`src/rtl/mlc_hash.sv`:
```
// ----------------------------------------------------------------------------
// mlc_hash
// set index from the xor of the three 16-bit mac slices, modulo the set count
// ----------------------------------------------------------------------------
module mlc_hash #(
    parameter int SET_COUNT = 4096,
    parameter int IDX_W     = 12
) (
    input  logic             clk,
    input  logic             load,
    input  logic [47:0]      mac,
    output logic [IDX_W-1:0] set_idx
);

    // ceil(2^32 / SET_COUNT), exact quotient for any 16-bit fold
    localparam logic [32:0] RECIP = 33'((64'd1 << 32) + 64'(SET_COUNT) - 64'd1) / 33'(SET_COUNT);

    logic [15:0] fold;
    logic [15:0] fold_reg;
    logic [48:0] prod_reg;
    logic [15:0] quot;
    logic [32:0] quot_mul;
    logic [16:0] rem_full;

    assign fold = mac[47:32] ^ mac[31:16] ^ mac[15:0];

    always_ff @(posedge clk)
    begin
        if (load)
        begin
            fold_reg <= fold;
            prod_reg <= 49'(fold) * 49'(RECIP);
        end
    end

    assign quot     = prod_reg[47:32];
    assign quot_mul = 33'(quot) * 33'(SET_COUNT);
    assign rem_full = 17'(fold_reg) - quot_mul[16:0];
    assign set_idx  = rem_full[IDX_W-1:0];

endmodule

```
`config.mk`:
```
export PLATFORM = sky130hd
export DESIGN_NAME = mlc_hash
export DESIGN_NICKNAME = d
export VERILOG_FILES = /design/src/rtl/mlc_hash.sv
export SDC_FILE = /design/constraint.sdc
export NUM_CORES = 1
export LEC_CHECK = 0
export ABC_AREA = 1
export BUFFER_PORTS_ARGS = -buffer_cell sky130_fd_sc_hd__buf_4
export CORE_ASPECT_RATIO = 1.2
export CORE_MARGIN = 10
export CORE_UTILIZATION = 43
export CTS_BUF_LIST = sky130_fd_sc_hd__clkbuf_4 sky130_fd_sc_hd__clkbuf_8
export DETAILED_ROUTE_END_ITERATION = 8
export MAX_ROUTING_LAYER = met4
export PLACE_DENSITY = 0.86
export SETUP_SLACK_MARGIN = 0.5
export SYNTH_ARGS = -nofsm -noshare
export SYNTH_HDL_FRONTEND = slang
export SYNTH_SLANG_ARGS = --single-unit
```
`constraint.sdc`:
```
create_clock -name clk -period 1.29 [get_ports clk]
set_input_delay 0.0645 -clock clk [delete_from_list [all_inputs] [get_ports clk]]
set_output_delay 0.0645 -clock clk [all_outputs]
set_load 0.02 [all_outputs]
```
==> results.txt <==
- FMAX: about 1.1 GHz
* Routed wire length per instance: roughly 12 um
* Worst Path Class, Setup: flop to output port
* Netlist cell types: 4
- When the netlist entered floorplanning its net count stood at 170.
- Post-route setup TNS: 0 ns
* Kind of capture point of the worst setup path: output port
* Longest Clk Path Bufs: 2
* Critical path buffers and inverters: 1
- The final count of pins violating max slew came to 0.
* Worst Hold Path EP: fold_reg[0]
* Initial DRC Count: 4
- The post-route netlist has a little under a third of its cells at a drive strength greater than 1.
- Die W: between 50 and 60 um
- The worst hold path begins at mac[0].
- Met1 track demand over resource: 8.42%
- In this run the post-CTS setup repair buffer count came out at 0.
- Setup repair after global routing could not meet its margin everywhere.
* Number of nets in the finished design: ~220
- The die covers around 4000 um^2.
* Most heavily used metal layer in global routing: met2
- At the worst endpoint, the arrival time is 0.81 ns.
- Global routing finished with a remaining overflow of 0.
* Floorplan core area: 1680 um^2
* Worst endpoint required time: around 1.2 ns
- Met3 Use GR: under 10%
- Total clock buffers created by CTS: 3
* PnR Total Power: 1.06 mW
* Highest cell delay on the worst timing path: roughly 0.40 ns
* Netlist Area Pre-Place: 781 um^2
- For this run, the total global-route usage over all layers was measured as approximately 12%.
* Global routing usage on met2: about 24%
- The clock net in this run drives a total of 12 sinks.
* Ratio of routed vias to standard cells: 4.63
- 0 antenna diodes ended up in the layout.
- The first detailed-routing pass took 3 iterations.
- The floorplan has 16 rows.
* Sequential cell fraction of total power: between 40 and 50%
- OpenSTA, run right after detailed placement, puts the worst setup slack at around 0.60 ns.
* Clock slew seen by the registers of the worst setup and hold paths: 0.07 ns
- The initial antenna violation count came to 0.
* Transition time at the pin with the least slew margin: around 0.16 ns
- In this run, the combinational gates consume about a third of the power.
- The cell family contributing the most delay on the critical path is flip-flops.
- Relative slew slack: between 80 and 90%
- Leak Pwr: slightly below 0.8 nW
- In this run, post-CTS hold repair placed 0 buffers.
- The synthesized design contains 12 register bits.
* CTS tree: done
* Synthesized instance count: 120
* Num ports: between 60 and 70
- Setup crit start kind: flop
* Switching portion of total power: between 20% and 30%
- Crit-path slowest cell: sky130_fd_sc_hd__edfxtp_1
- Number of flip-flops in the largest register: 12
- Setup violations remaining at the end of the flow were counted as 0.
* Highest fanout seen on the critical path: 1
* Internal power: between 700 and 800 uW
- Summed over all nets, the switching power comes to about 290 uW.
* Chip Height: roughly 67 um
- The count of buffers added on input and output ports is between 40 and 50.
- The run finished with clean final reports.
- Once the floorplan was initialized, standard cells occupied a little under half of the core.
* Average cell area after synthesis: approximately 6.5 um^2
- Worst supply voltage drop on vdd: between 0.5 and 0.6 mV
- Max-cap violation count: 0
- The final critical path takes up roughly 68% of the cycle.
- Final hold violation count: 0
- Period minus WS final: between 0.8 and 0.9 ns
- The min-delay analysis places its worst path in the category input pin to flop.
* Warnings from Yosys: 0
- The first global-routing pass estimated between 3 and 4 mm of wire.
- Half-perimeter wire length after detailed placement: 2.01 mm
* DRC viols: 0
* P per Cell Area: between 800 and 900 nW/um^2
- The signal on the critical path passes through buf_6.
- Via count of the first global-routing pass: about 970
- The count of nets left with antenna violations once routing finished came out at 0.
- Routability congestion estimate from global placement: just under 0.7
* Clock Power Share: 20.5%
- CTS placed an instance of sky130_fd_sc_hd__clkbuf_4 at the clock tree root.
- Via count: approximately 880
- From synthesis to final layout, the design area changed by 58.7%.
- Wires add up to 2.26 mm.
- Setup slack on the critical path of the routed design comes to 0.418 ns.
- Register area share after synthesis: 46.2%
* H-tree Lvls: 1
* Pin count of the biggest net entering global routing: 13
- Along the worst hold path, the cell count comes to 3.
power by group through the flow:
| stage | registers, mW | logic, mW | clock network (mW) |
|---|---|---|---|
| detailed placement | 0.497 | 0.324 | 0 |
| floorplan | 0.549 | 0.0877 | 0 |
| CTS | 0.496 | 0.347 | 0.228 |
| global route | 0.498 | 0.378 | 0.247 |
| global placement | 0.494 | 0.306 | 0 |
| finish | 0.496 | 0.344 | 0.217 |
placed cells by master, fill, tap and decap left out:
cell type / Yosys / layout
sky130_fd_sc_hd__nand2_1: 60 / 60
sky130_fd_sc_hd__buf_4: 0 / 37
sky130_fd_sc_hd__inv_1: 36 / 36
sky130_fd_sc_hd__nand3_1: 12 / 12
sky130_fd_sc_hd__edfxtp_1: 12 / 12
sky130_fd_sc_hd__buf_6: 0 / 12
sky130_fd_sc_hd__clkbuf_4: 0 / 3
synth_stat cells:
library cell,n,share of area [%]
sky130_fd_sc_hd__nand2_1,60,29
sky130_fd_sc_hd__edfxtp_1,12,46
sky130_fd_sc_hd__nand3_1,12,7.7
sky130_fd_sc_hd__inv_1,36,17
through the flow:
stage | instance area [um^2] | util [%] | cells | hold WS, ns
2_1_floorplan | 781 | - | 120 | 0.177
3_3_place_gp | 1170 | 69.6 | 187 | 0.375
3_5_place_dp | 1170 | 69.6 | 187 | 0.384
4_1_cts | 1240 | 73.7 | 190 | 0.105
5_1_grt | 1240 | 73.7 | 190 | 0.123
6_report | 1240 | 73.7 | 190 | 0.114
worst min-delay path, cell delays in order:
cell and delay [ns]:
sky130_fd_sc_hd__buf_4 0.08, sky130_fd_sc_hd__nand3_1 0.07, sky130_fd_sc_hd__nand2_1 0.06
layer usage:
metal  share of wire, %  up-vias
met3                6.2        6
li1                   -      456
met5                  0        -
met2                 57       31
met4                2.7        0
met1                 34      386
cells by family (layout without fill, tap and decap cells):
family | after synthesis | in the layout | synth area share (%)
simple gates | 72 | 72 | 36.5
flops | 12 | 12 | 46.2
buf+inv | 36 | 88 | 17.3
repair_timing:
| action | CTS | global route |
|---|---|---|
| gates resized for setup | 12 | 0 |
| pin swaps | 0 | 0 |
| endpoints found under the setup margin | 12 | 12 |
worst max-delay path by stage:
stage	from	to	slack, ns	depth (start not counted)
after global placement	mac[36]	fold_reg[4]	0.64	5
final	fold_reg[10]	set_idx[10]	0.42	1
after detailed placement	mac[40]	fold_reg[8]	0.60	5
after floorplan	mac[32]	fold_reg[0]	0.77	5
after global routing	fold_reg[6]	set_idx[6]	0.39	1
after CTS	fold_reg[10]	set_idx[10]	0.40	1
area by class of cell:
| class | count | area [um^2] |
|---|---|---|
| Fill cell | 144 | 443 |
| Timing Repair Buffer | 49 | 413 |
| Sequential cell | 12 | 360 |
| Multi-Input combinational cell | 72 | 285 |
| Inverter | 36 | 135 |
| Clock buffer | 3 | 22.5 |
| Tap cell | 18 | 22.5 |
Note: power is estimated with default switching activity, not from simulation.
